<file path="src/rtl/core/eske_pkg.sv">
`default_nettype none
package eske_pkg;

    localparam int CFG_INDEX_BITS = 3;
    localparam int CFG_DATA_BITS  = 48;
    localparam int WORD_BITS      = 32;
    localparam int NUM_BITS       = 48;
    localparam int WIDTH_BITS     = 20;
    localparam logic [WIDTH_BITS-1:0] MAX_WIDTH_US = 20'd1000000 - 20'd1;

    localparam logic [CFG_INDEX_BITS-1:0] REG_KALMAN_Q      = 3'd0;
    localparam logic [CFG_INDEX_BITS-1:0] REG_KALMAN_R      = 3'd1;
    localparam logic [CFG_INDEX_BITS-1:0] REG_KALMAN_P_INIT = 3'd2;
    localparam logic [CFG_INDEX_BITS-1:0] REG_SPEED_INIT    = 3'd3;
    localparam logic [CFG_INDEX_BITS-1:0] REG_SPEED_NUM     = 3'd4;

    typedef enum logic [2:0] {
        ST_IDLE,
        ST_MEAS_DIV,
        ST_GAIN_DIV,
        ST_UPDATE,
        ST_COVAR,
        ST_OUTPUT
    } state_t;

    typedef struct packed {
        logic capture;
        logic div_start_meas;
        logic div_start_gain;
        logic do_update;
        logic do_covar;
        logic finish;
    } dp_cmd_t;

    typedef struct packed {
        logic edge_ok;
        logic div_done;
    } dp_status_t;

endpackage
`default_nettype wire

</file>
<file path="src/rtl/core/eske_divider.sv">
`default_nettype none
module eske_divider (
    input  wire logic        clk,
    input  wire logic        rst_n,
    input  wire logic        start,
    input  wire logic [63:0] dividend,
    input  wire logic [63:0] divisor,
    output logic             done,
    output logic [63:0]      quotient
);
    import eske_pkg::*;

    logic [63:0] quo_reg, quo_next;
    logic [64:0] rem_reg, rem_next;
    logic [63:0] dvs_reg, dvs_next;
    logic [6:0]  cnt_reg, cnt_next;
    logic        busy_reg, busy_next;
    logic        done_reg, done_next;
    logic [64:0] trial;

    always_comb
    begin
        quo_next  = quo_reg;
        rem_next  = rem_reg;
        dvs_next  = dvs_reg;
        cnt_next  = cnt_reg;
        busy_next = busy_reg;
        done_next = 1'b0;
        trial     = {rem_reg[63:0], quo_reg[63]};
        if (start)
        begin
            quo_next  = dividend;
            rem_next  = '0;
            dvs_next  = divisor;
            cnt_next  = 7'd64;
            busy_next = 1'b1;
        end
        else if (busy_reg)
        begin
            if (trial >= {1'b0, dvs_reg})
            begin
                rem_next = trial - {1'b0, dvs_reg};
                quo_next = {quo_reg[62:0], 1'b1};
            end
            else
            begin
                rem_next = trial;
                quo_next = {quo_reg[62:0], 1'b0};
            end
            cnt_next = cnt_reg - 7'd1;
            if (cnt_reg == 7'd1)
            begin
                busy_next = 1'b0;
                done_next = 1'b1;
            end
        end
    end

    always_ff @(posedge clk or negedge rst_n)
    begin
        if (!rst_n)
        begin
            busy_reg <= 1'b0;
            done_reg <= 1'b0;
            cnt_reg  <= '0;
        end
        else
        begin
            busy_reg <= busy_next;
            done_reg <= done_next;
            cnt_reg  <= cnt_next;
        end
    end

    always_ff @(posedge clk)
    begin
        quo_reg <= quo_next;
        rem_reg <= rem_next;
        dvs_reg <= dvs_next;
    end

    assign done     = done_reg;
    assign quotient = quo_reg;
endmodule
`default_nettype wire

</file>
<file path="src/rtl/core/eske_datapath.sv">
`default_nettype none
module eske_datapath #(
    parameter int FRACTION_BITS = 16,
    parameter int TIME_BITS     = 64
) (
    input  wire logic                                 clk,
    input  wire logic                                 rst_n,
    input  wire logic                                 cfg_write,
    input  wire logic [eske_pkg::CFG_INDEX_BITS-1:0]  cfg_index,
    input  wire logic [eske_pkg::CFG_DATA_BITS-1:0]   cfg_data,
    input  wire logic                                 pin_level,
    input  wire logic [63:0]                          timestamp_us,
    input  wire eske_pkg::dp_cmd_t                    cmd,
    output eske_pkg::dp_status_t                      status,
    output logic [31:0]                               speed_estimate,
    output logic [31:0]                               pulse_total,
    output logic [19:0]                               pulse_width_us,
    output logic                                      edge_accepted
);
    import eske_pkg::*;

    localparam logic [63:0] ONE = 64'd1 << FRACTION_BITS;

    logic [31:0] q_reg, r_reg, p_init_reg, x_init_reg;
    logic [47:0] num_reg;
    logic                 prev_level_reg;
    logic [TIME_BITS-1:0] prev_time_reg;
    logic [31:0] p_reg, p_next, x_reg, x_next;
    logic [31:0] count_reg;
    logic [19:0] width_reg;
    logic [TIME_BITS-1:0] now_reg, intv_reg;
    logic        change_reg, level_reg;
    logic [31:0] meas_reg, pp_reg;
    logic [32:0] den_reg;
    logic [FRACTION_BITS:0] k_reg;
    logic        acc_reg;

    logic [TIME_BITS-1:0] now_w, intv_w;
    logic        div_start, div_done;
    logic [63:0] div_a, div_b, div_q;
    logic [32:0] p_sum;
    logic [31:0] diff;
    logic [FRACTION_BITS:0] rest_gain;
    logic [63:0] prod;
    logic [63:0] cprod;

    assign now_w     = timestamp_us[TIME_BITS-1:0];
    assign intv_w    = now_w - prev_time_reg;
    assign p_sum     = {1'b0, p_reg} + {1'b0, q_reg};
    assign diff      = (meas_reg >= x_reg) ? meas_reg - x_reg : x_reg - meas_reg;
    assign rest_gain = ONE[FRACTION_BITS:0] - k_reg;
    assign prod      = 64'(k_reg) * 64'(diff);
    assign cprod     = 64'(pp_reg) * 64'(rest_gain);

    assign div_start = cmd.div_start_meas | cmd.div_start_gain;
    assign div_a = cmd.div_start_meas ? {16'd0, num_reg} : (64'(pp_reg) << FRACTION_BITS);
    assign div_b = cmd.div_start_meas ? 64'(intv_reg) : 64'(den_reg);

    eske_divider u_div (
        .clk      (clk),
        .rst_n    (rst_n),
        .start    (div_start),
        .dividend (div_a),
        .divisor  (div_b),
        .done     (div_done),
        .quotient (div_q)
    );

    assign status.div_done = div_done;
    assign status.edge_ok  = change_reg && level_reg && (intv_reg != '0)
                           && (intv_reg <= TIME_BITS'(MAX_WIDTH_US));

    always_comb
    begin
        p_next = p_reg;
        x_next = x_reg;
        if (cmd.do_update)
        begin
            if (meas_reg >= x_reg)
                x_next = x_reg + prod[FRACTION_BITS+31:FRACTION_BITS];
            else
                x_next = x_reg - prod[FRACTION_BITS+31:FRACTION_BITS];
        end
        if (cmd.do_covar)
            p_next = cprod[FRACTION_BITS+31:FRACTION_BITS];
        if (cfg_write && cfg_index == REG_KALMAN_P_INIT)
            p_next = cfg_data[31:0];
        if (cfg_write && cfg_index == REG_SPEED_INIT)
            x_next = cfg_data[31:0];
    end

    always_ff @(posedge clk or negedge rst_n)
    begin
        if (!rst_n)
        begin
            q_reg          <= 32'd655;
            r_reg          <= 32'd65536;
            p_init_reg     <= 32'd65536;
            x_init_reg     <= '0;
            num_reg        <= '0;
            prev_level_reg <= 1'b0;
            prev_time_reg  <= '0;
            p_reg          <= 32'd65536;
            x_reg          <= '0;
            count_reg      <= '0;
            width_reg      <= '0;
            acc_reg        <= 1'b0;
        end
        else
        begin
            p_reg <= p_next;
            x_reg <= x_next;
            if (cfg_write)
            begin
                unique case (cfg_index)
                    REG_KALMAN_Q:      q_reg      <= cfg_data[31:0];
                    REG_KALMAN_R:      r_reg      <= cfg_data[31:0];
                    REG_KALMAN_P_INIT: p_init_reg <= cfg_data[31:0];
                    REG_SPEED_INIT:    x_init_reg <= cfg_data[31:0];
                    REG_SPEED_NUM:     num_reg    <= cfg_data[47:0];
                    default: ;
                endcase
            end
            if (cmd.capture)
            begin
                prev_level_reg <= pin_level;
                if (pin_level != prev_level_reg)
                    prev_time_reg <= now_w;
                acc_reg <= 1'b0;
            end
            if (cmd.div_start_meas)
            begin
                width_reg <= intv_reg[19:0];
                count_reg <= count_reg + 32'd1;
                acc_reg   <= 1'b1;
            end
        end
    end

    always_ff @(posedge clk)
    begin
        if (cmd.capture)
        begin
            now_reg    <= now_w;
            intv_reg   <= intv_w;
            change_reg <= pin_level != prev_level_reg;
            level_reg  <= pin_level;
        end
        if (cmd.div_start_gain)
        begin
            meas_reg <= (div_q > 64'hFFFF_FFFF) ? 32'hFFFF_FFFF : div_q[31:0];
        end
        if (cmd.div_start_meas)
        begin
            pp_reg  <= p_sum[32] ? 32'hFFFF_FFFF : p_sum[31:0];
            den_reg <= {1'b0, (p_sum[32] ? 32'hFFFF_FFFF : p_sum[31:0])} + {1'b0, r_reg};
        end
        if (cmd.do_update)
            ;
        if (cmd.finish)
            ;
    end

    always_ff @(posedge clk)
    begin
        if (div_done && !cmd.div_start_gain && !cmd.div_start_meas && den_reg != '0)
            k_reg <= div_q[FRACTION_BITS:0];
        else if (cmd.div_start_gain && den_reg == '0)
            k_reg <= '0;
    end

    assign speed_estimate = x_reg;
    assign pulse_total    = count_reg;
    assign pulse_width_us = width_reg;
    assign edge_accepted  = acc_reg;

    logic unused;
    assign unused = ^{now_reg, p_init_reg, x_init_reg};
endmodule
`default_nettype wire

</file>
<file path="src/rtl/core/eske_controller.sv">
`default_nettype none
module eske_controller (
    input  wire logic                  clk,
    input  wire logic                  rst_n,
    input  wire logic                  in_valid,
    output logic                       in_stall,
    output logic                       out_valid,
    input  wire logic                  out_stall,
    output eske_pkg::dp_cmd_t          cmd,
    input  wire eske_pkg::dp_status_t  status
);
    import eske_pkg::*;

    state_t state_reg, state_next;
    logic   gain_wait_reg, gain_wait_next;

    always_ff @(posedge clk or negedge rst_n)
    begin
        if (!rst_n)
        begin
            state_reg     <= ST_IDLE;
            gain_wait_reg <= 1'b0;
        end
        else
        begin
            state_reg     <= state_next;
            gain_wait_reg <= gain_wait_next;
        end
    end

    always_comb
    begin
        state_next     = state_reg;
        gain_wait_next = gain_wait_reg;
        cmd            = '0;
        in_stall       = 1'b1;
        out_valid      = 1'b0;
        unique case (state_reg)
            ST_IDLE:
            begin
                in_stall = 1'b0;
                if (in_valid)
                begin
                    cmd.capture = 1'b1;
                    state_next  = ST_MEAS_DIV;
                    gain_wait_next = 1'b0;
                end
            end
            ST_MEAS_DIV:
            begin
                if (!gain_wait_next && !gain_wait_reg)
                begin
                    if (status.edge_ok)
                    begin
                        cmd.div_start_meas = 1'b1;
                        gain_wait_next     = 1'b1;
                    end
                    else
                        state_next = ST_OUTPUT;
                end
                else if (status.div_done)
                begin
                    cmd.div_start_gain = 1'b1;
                    gain_wait_next     = 1'b0;
                    state_next         = ST_GAIN_DIV;
                end
            end
            ST_GAIN_DIV:
            begin
                if (status.div_done)
                    state_next = ST_UPDATE;
            end
            ST_UPDATE:
            begin
                cmd.do_update = 1'b1;
                state_next    = ST_COVAR;
            end
            ST_COVAR:
            begin
                cmd.do_covar = 1'b1;
                state_next   = ST_OUTPUT;
            end
            ST_OUTPUT:
            begin
                out_valid = 1'b1;
                if (!out_stall)
                begin
                    cmd.finish = 1'b1;
                    state_next = ST_IDLE;
                end
            end
            default: state_next = ST_IDLE;
        endcase
    end
endmodule
`default_nettype wire

</file>
<file path="src/rtl/core/encoder_speed_kalman_estimator.sv">
`default_nettype none
// Encoder speed estimator with a scalar Kalman filter in unsigned fixed point.
// The input channel carries one word per pin sample: pin_level and timestamp_us.
// The output channel returns one word per sample: speed_estimate, pulse_total,
// pulse_width_us and edge_accepted.
// Configuration registers are written through cfg_write, cfg_index, cfg_data;
// the user must write them only while the block is idle, which the block does
// not enforce. Writing kalman_p_init or speed_init also reloads the filter state.
// A sample without an accepted rising edge goes from idle through the
// measurement state to the output state. For an accepted edge, the single
// restoring divider computes the measurement and then the gain, followed by
// the estimate and covariance updates, and the next sample can be taken in
// the cycle after the result leaves the output.
// One sample is handled at a time; a stalled output holds its word and the
// input stays stalled until it is taken.
// Reset clears the edge history and count and restores register defaults.
module encoder_speed_kalman_estimator #(
    parameter int FRACTION_BITS = 16,
    parameter int TIME_BITS     = 64
) (
    input  wire logic        clk,
    input  wire logic        rst_n,
    input  wire logic        cfg_write,
    input  wire logic [2:0]  cfg_index,
    input  wire logic [47:0] cfg_data,
    input  wire logic        in_valid,
    output logic             in_stall,
    input  wire logic        pin_level,
    input  wire logic [63:0] timestamp_us,
    output logic             out_valid,
    input  wire logic        out_stall,
    output logic [31:0]      speed_estimate,
    output logic [31:0]      pulse_total,
    output logic [19:0]      pulse_width_us,
    output logic             edge_accepted
);
    import eske_pkg::*;

    dp_cmd_t    cmd;
    dp_status_t status;

    eske_controller u_ctrl (
        .clk       (clk),
        .rst_n     (rst_n),
        .in_valid  (in_valid),
        .in_stall  (in_stall),
        .out_valid (out_valid),
        .out_stall (out_stall),
        .cmd       (cmd),
        .status    (status)
    );

    eske_datapath #(
        .FRACTION_BITS (FRACTION_BITS),
        .TIME_BITS     (TIME_BITS)
    ) u_dp (
        .clk            (clk),
        .rst_n          (rst_n),
        .cfg_write      (cfg_write),
        .cfg_index      (cfg_index),
        .cfg_data       (cfg_data),
        .pin_level      (pin_level),
        .timestamp_us   (timestamp_us),
        .cmd            (cmd),
        .status         (status),
        .speed_estimate (speed_estimate),
        .pulse_total    (pulse_total),
        .pulse_width_us (pulse_width_us),
        .edge_accepted  (edge_accepted)
    );
endmodule
`default_nettype wire
</file>
<file path="config.mk">
export PLATFORM = sky130hd
export DESIGN_NAME = encoder_speed_kalman_estimator
export DESIGN_NICKNAME = d
export VERILOG_FILES = /design/src/rtl/core/eske_pkg.sv /design/src/rtl/core/eske_divider.sv /design/src/rtl/core/eske_datapath.sv /design/src/rtl/core/eske_controller.sv /design/src/rtl/core/encoder_speed_kalman_estimator.sv
export SDC_FILE = /design/constraint.sdc
export NUM_CORES = 2
export LEC_CHECK = 0
export ABC_CLOCK_PERIOD_IN_PS = 12400
export BUFFER_PORTS_ARGS = -buffer_cell sky130_fd_sc_hd__buf_2
export CAP_MARGIN = 20
export CORE_ASPECT_RATIO = 2
export CORE_MARGIN = 10
export CORE_UTILIZATION = 55
export DETAILED_ROUTE_END_ITERATION = 6
export GPL_ROUTABILITY_DRIVEN = 0
export PLACE_DENSITY = 0.74
export RECOVER_POWER = 25
export SLEW_MARGIN = 20
export SYNTH_ARGS = -nofsm -noshare
export SYNTH_HDL_FRONTEND = slang
export SYNTH_SLANG_ARGS = --single-unit
</file>
<file path="constraint.sdc">
create_clock -name clk -period 12.4 [get_ports clk]
set_input_delay 1.24 -clock clk [delete_from_list [all_inputs] [get_ports clk]]
set_output_delay 1.24 -clock clk [all_outputs]
set_load 0.03 [all_outputs]
</file>
=== After elaboration in Yosys (flattened, before gate mapping) ===
Cells that the tools add are included.

* Flip-flop bits (word level): 679
* Bits in latches: 0
* Bits in writable memories: 0
* ROM bits: 0
* Input port bits: 121
* Logic and storage cells: 135
* Memories kept: 0

* $add $sub $neg: 11
* Multiply operators: 2
* Div/mod/pow operators: 0
* $lt $le $gt $ge: 4
* Eq/ne operators: 16
* Shifts and indexed selects: 0
* Mux-type cells: 47
* Bitwise logic cells: 1
* Reduce and logical (&&, ||, !) cells: 28

{| class="wikitable"
|+ Operators with widths
! cell !! number
|-
| $mux 32 || 7
|-
| $mux 64 || 3
|-
| $sub 64x64->64 || 2
|-
| $sub 32x32->32 || 3
|-
| $add 32x32->33 || 2
|-
| $ge 65x64->1 || 1
|-
| $gt 64x32->1 const B || 1
|-
| $le 64x20->1 const B || 1
|-
| $reduce_bool 64->1 || 1
|-
| $mul 17x32->48 || 1
|-
| $mul 32x17->48 || 1
|-
| $mux 48 || 1
|-
| $mux 17 || 2
|-
| $logic_not 33->1 || 1
|-
| $mux 33 || 1
|-
| $reduce_bool 33->1 || 1
|-
| $add 32x1->32 const B || 1
|-
| $add 32x32->32 || 1
|-
| $ge 32x32->1 || 1
|-
| $mux 1 || 22
|-
| $mux 3 || 6
|-
| $pmux 3 s6 || 1
|-
| $sub 17x17->17 const A || 1
|-
| $mux 7 || 2
|-
| 18 further kinds || 45
|}

=== Longest topological paths before layout ===
* Depth in word-level cells: 11
* Depth in mapped cells: 58

=== By module ===
From an unflattened synthesis, not the netlist that was laid out.

* Cells, all modules: 8256
* Area, all modules: 76113.0 um^2

{| class="wikitable"
|+ By module, submodules not included
! module !! instances !! cells an instance !! area an instance (um^2) !! seq. area each (um^2)
|-
| eske_datapath || 1 || 6999 || 63885.0 || 12772.2
|-
| eske_divider || 1 || 1218 || 11925.2 || 5350.1
|-
| eske_controller || 1 || 39 || 302.8 || 100.1
|}

=== Worst setup path before layout ===
No wires, ideal clock.

* Kind: register -> register
* Start point: register u_dp.x_reg[0], in the netlist u_dp.speed_estimate[0]
* End point: register u_dp.x_reg[29], in the netlist u_dp.speed_estimate[29]
* Setup time: 134 ps
* Data arrival time: 12140 ps
* Data required time: 12266 ps
* Slack: 125 ps
* Stages on the path, launching flop included: 53
* Cells stage by stage: dfrtp_1 -> inv_1 -> ha_1 -> inv_1 -> fa_1 -> a21o_1 -> a21o_1 -> a21oi_1 -> o21bai_1 -> a21o_1 -> a21o_1 -> a311o_1 -> mux2_2 -> a31o_2 -> xnor2_1 -> clkbuf_1 -> nand2_1 -> fa_1 -> [17 not listed] -> and2_1 -> nor4b_1 -> nor2_1 -> xnor2_1 -> ha_1 -> a21o_1 -> a21o_1 -> a211o_1 -> a221o_1 -> a21o_1 -> a21oi_1 -> o21ai_0 -> nand3_1 -> a21boi_0 -> o21ai_0 -> or3b_2 -> a31oi_1 -> o21ai_0

* Word-level cells in the longest chain between the ends: 7
* Elaborated cells between the ends (all ways): 10
* Classes of those cells: add/sub: 4; mul: 1; order compare: 1; mux: 4

{| class="wikitable"
|+ RTL lines
! item !! RTL line !! text
|-
| from (decl) || eske_datapath.sv:28 || <nowiki>logic [31:0] p_reg, p_next, x_reg, x_next;</nowiki>
|-
| from (signal assigned) || eske_datapath.sv:112 || <nowiki>x_reg <= x_next;</nowiki>
|-
| $sub 32x32->32 / $ge 32x32->1 (equally long branches) || eske_datapath.sv:50, eske_datapath.sv:79 ||
|-
| $mux 32 || eske_datapath.sv:50 || <nowiki>assign diff = (meas_reg >= x_reg) ? meas_reg - x_reg : x_reg - meas_reg;</nowiki>
|-
| $mul 17x32->48 || eske_datapath.sv:52 || <nowiki>assign prod = 64'(k_reg) * 64'(diff);</nowiki>
|-
| $sub 32x32->32 / $add 32x32->32 (equally long branches) || eske_datapath.sv:82, eske_datapath.sv:80 ||
|-
| $mux 32 * || eske_datapath.sv:79 || <nowiki>if (meas_reg >= x_reg)</nowiki>
|-
| $mux 32 * || eske_datapath.sv:77 || <nowiki>if (cmd.do_update)</nowiki>
|-
| $mux 32 * || eske_datapath.sv:88 || <nowiki>if (cfg_write && cfg_index == REG_SPEED_INIT)</nowiki>
|}

Mark *: on every way between the ends. The rest lies on a longest branch, timed or not. The select of a mux whose other input is x is not followed.
A chain may end at the register's enable or synchronous reset.

=== Final worst setup path ===
* Start point: register u_dp.x_reg[0], in the netlist u_dp.speed_estimate[0]
* End point: register u_dp.x_reg[30], in the netlist u_dp.speed_estimate[30]

Same word-level chain as after synthesis.

==> results.tsv <==
stage	metric	value	unit
timing	fmax	0.08153	GHz
layout	instances_no_fill	10450	
worst_hold_path	hold_depth	2	
global_route	grt_max_degree	154	
detailed_routing	vias	62670	
layout	area_delta_synth_final	12.02	%
timing	period_minus_slack	12.27	ns
detailed_routing	drtPass1Iterations	7	
layout	fillers	11030	
yosys	synth_area	75000	um^2
placed_design	dpl_cell_area	80430	um^2
setup_path	cp.arrival	12.80	ns
global_route	use_met2	55.27	%
yosys	ys_ff_latch	679	
die	die_area	152400	um^2
clock_tree	cts_max_path_buffers	3	
detailed_routing	drc_errors	0	
die	design.core.area	135500	um^2
layout	multi_input_area	51730	um^2
placed_design	port_buffers	207	
yosys	synth_commonest_cells	nand2_1, inv_1, fa_1, ha_1, a21oi_1	
timing	rsz0062_at_grt	true	
yosys	yosys_warnings	0	
setup_path	cpPeakStageDelay	0.56	ns
die	start_util	55.35	%
layout	drive_gt1_share	13.89	%
clock_tree	cts_sinks	679	
yosys	yosysSeqAreaShare	24.30	%
yosys	postSynth.asyncResetShare	45.21	%
global_route	grt_pass1_wl	368800	um
placed_design	place_hpwl	182000	um
flow_run	drv.max_cap_violation_count	6	
timing	finalCritPeriodShare	98.91	%
global_route	use_met1	30.86	%
clock_tree	clock_latency	0.65	ns
die	ios	208	
outcome	violations	max-capacitance violations, max-slew violations	
detailed_routing	drtIter0Drc	4406	
clock_tree	cts_buffers	66	
die	die_h	542.2	um
timing	finClkSkew	0.02757	ns
global_route	grtUsageMet3	6.458	%
die	dieWidth	281.1	um
global_route	grt_overflow_total	0	
detailed_routing	vias_per_cell	6.000	
yosys	ys.flop_type	edfxtp_1	
setup_path	endpoint_kind	flip-flop	
yosys	synth_area_per_cell	9.064	um^2
detailed_routing	routed_wl	237700	um
setup_path	slowest_stage	fa_1	
timing	drv_slew	428	
clock_tree	cts_tree	built	
timing	finalSetupViolations	0	
placed_design	post-place-cells	10270	
clock_tree	clk_pin_slew	0.06	ns
layout	seqCellArea	18230	um^2
clock_tree	hold_buffers	0	
worst_hold_path	hold_path.class	flip-flop to flip-flop	
timing	relSlewSlack	-200.8	%
yosys	synth_most_common_cell	nand2_1	
timing	tightestPinTransition	4.512	ns
yosys	synth_area_leaders	fa_1, edfxtp_1, dfrtp_1, ha_1, nand2_1	
global_route	grt_pass1_vias	67900	
global_route	busiest_layer	met2	
global_route	antenna_found_initial	20	
layout	utilization	62.00	%
timing	finalHoldViolCount	0	
yosys	synth_cell_types	98	
die	std_cell_rows	191	
layout	nets	10200	
setup_path	crit_top_cell	buf_4	
detailed_routing	wl_per_cell	22.75	um
setup_path	reg2reg_depth	54	
yosys	synth_top_area_cell	fa_1	
global_route	grt_usage	31.44	%
setup_path	path_max_fanout	8	
yosys	synth.top_cell.area_share	24.00	%
detailed_routing	ant_nets	0	
outcome	status	finished with violations	
yosys	synth_edf_count	308	
setup_path	required	12.93	ns
clock_tree	cts-root-buf	clkbuf_16	
setup_path	start_kind	flip-flop	
clock_tree	ctsHtreeMaxLevel	3	
setup_path	critical_path_class	flip-flop to flip-flop	
layout	fin_area	84010	um^2
yosys	syn-instance-count	8274	
cells by family after synthesis:
family                   after synthesis  synth area share, %
AND/OR/NAND/NOR                     2554                15.78
buffers and inverters               1692                8.534
other                                  1             0.005000
multiplexers                         207                3.061
adder cells (fa/ha/maj)             1426                32.79
AO/OA/AOI/OAI                       1362                11.40
XOR/XNOR                             353                4.123
flip-flops                           679                24.30
timing repair:
| item | 4_1_cts | 5_1_grt |
|---|---|---|
| cloned | 0 | 0 |
| endpoints found under the setup margin | 8 | 18 |
| resized for setup | 33 | 208 |
| buffers inserted | 8 | 37 |
| pin swaps | 16 | 163 |
area by class of cell:
type,count,area share [%]
clock inverter,43,0.4900
multi-input combinational,5933,61.57
timing repair buffer,689,5.842
antenna,4,0.01191
inverter,1281,5.726
clock buffer,79,2.075
tap,1737,2.587
sequential,679,21.69
worst max-delay path: cells and delay by family, from the launching register on:
| family | cells | cell delay (ns) |
|---|---|---|
| AND/OR/NAND/NOR | 9 | 1.23 |
| buffers and inverters | 14 | 1.71 |
| AO/OA/AOI/OAI | 17 | 3.77 |
| flip-flops | 1 | 0.34 |
| XOR/XNOR | 4 | 0.96 |
| adder cells (fa/ha/maj) | 10 | 4.12 |
cell usage in the layout, fill, tap and decap left out, types with 58 or more instances in the layout:
| cell type | n |
|---|---|
| nand3_1 | 80 |
| nand4_1 | 69 |
| mux2_2 | 178 |
| o21ai_0 | 236 |
| xnor2_1 | 225 |
| a21o_1 | 207 |
| a21oi_1 | 470 |
| nand2_1 | 1270 |
| dfxtp_1 | 64 |
| nor2b_1 | 58 |
| nor2_1 | 334 |
| ha_1 | 505 |
| nor3_1 | 75 |
| clkbuf_16 | 68 |
| dfrtp_1 | 298 |
| buf_4 | 443 |
| o21bai_1 | 63 |
| and3_1 | 63 |
| and2_1 | 333 |
| xor2_1 | 102 |
| inv_1 | 1252 |
| edfxtp_1 | 308 |
| fa_1 | 889 |
| buf_2 | 203 |
final timing paths:
path                            slack, ns                 endpoint               startpoint
min in group asynchronous            2.21   u_dp.prev_time_reg[57]                    rst_n
worst max-delay path                 0.13  u_dp.speed_estimate[30]   u_dp.speed_estimate[0]
worst min-delay path                 0.48  u_dp.pulse_width_us[10]  u_dp.pulse_width_us[10]
worst min register to register       0.48  u_dp.pulse_width_us[10]  u_dp.pulse_width_us[10]
worst max register to register       0.13  u_dp.speed_estimate[30]   u_dp.speed_estimate[0]
max in group asynchronous            3.80      u_dp.u_div.busy_reg                    rst_n
metal layers:
layer / vias to the layer above / routed length [um] / part of all wire, %
li1: 27480 / - / -
met1: 30850 / 74510 / 31
met2: 2992 / 119800 / 50
met3: 1319 / 17710 / 7.5
met4: 30 / 25410 / 11
met5: - / 181 / 0.076
metrics by stage:
stage	setup slack, ns	setup TNS, ns	hold WS (ns)
after detailed placement	-0.4214	-1.738	0.4659
final	0.1346	0	0.4817
after global routing	-0.2167	-1.042	0.4934
after global placement	-0.3804	-1.124	0.4572
after CTS	0.004761	0	0.4816
after floorplan	0.1254	0	0.4495
Power is left out: the tool's default activity adds up to more than one toggle a clock period on the data nets, which glitch-free logic cannot reach.
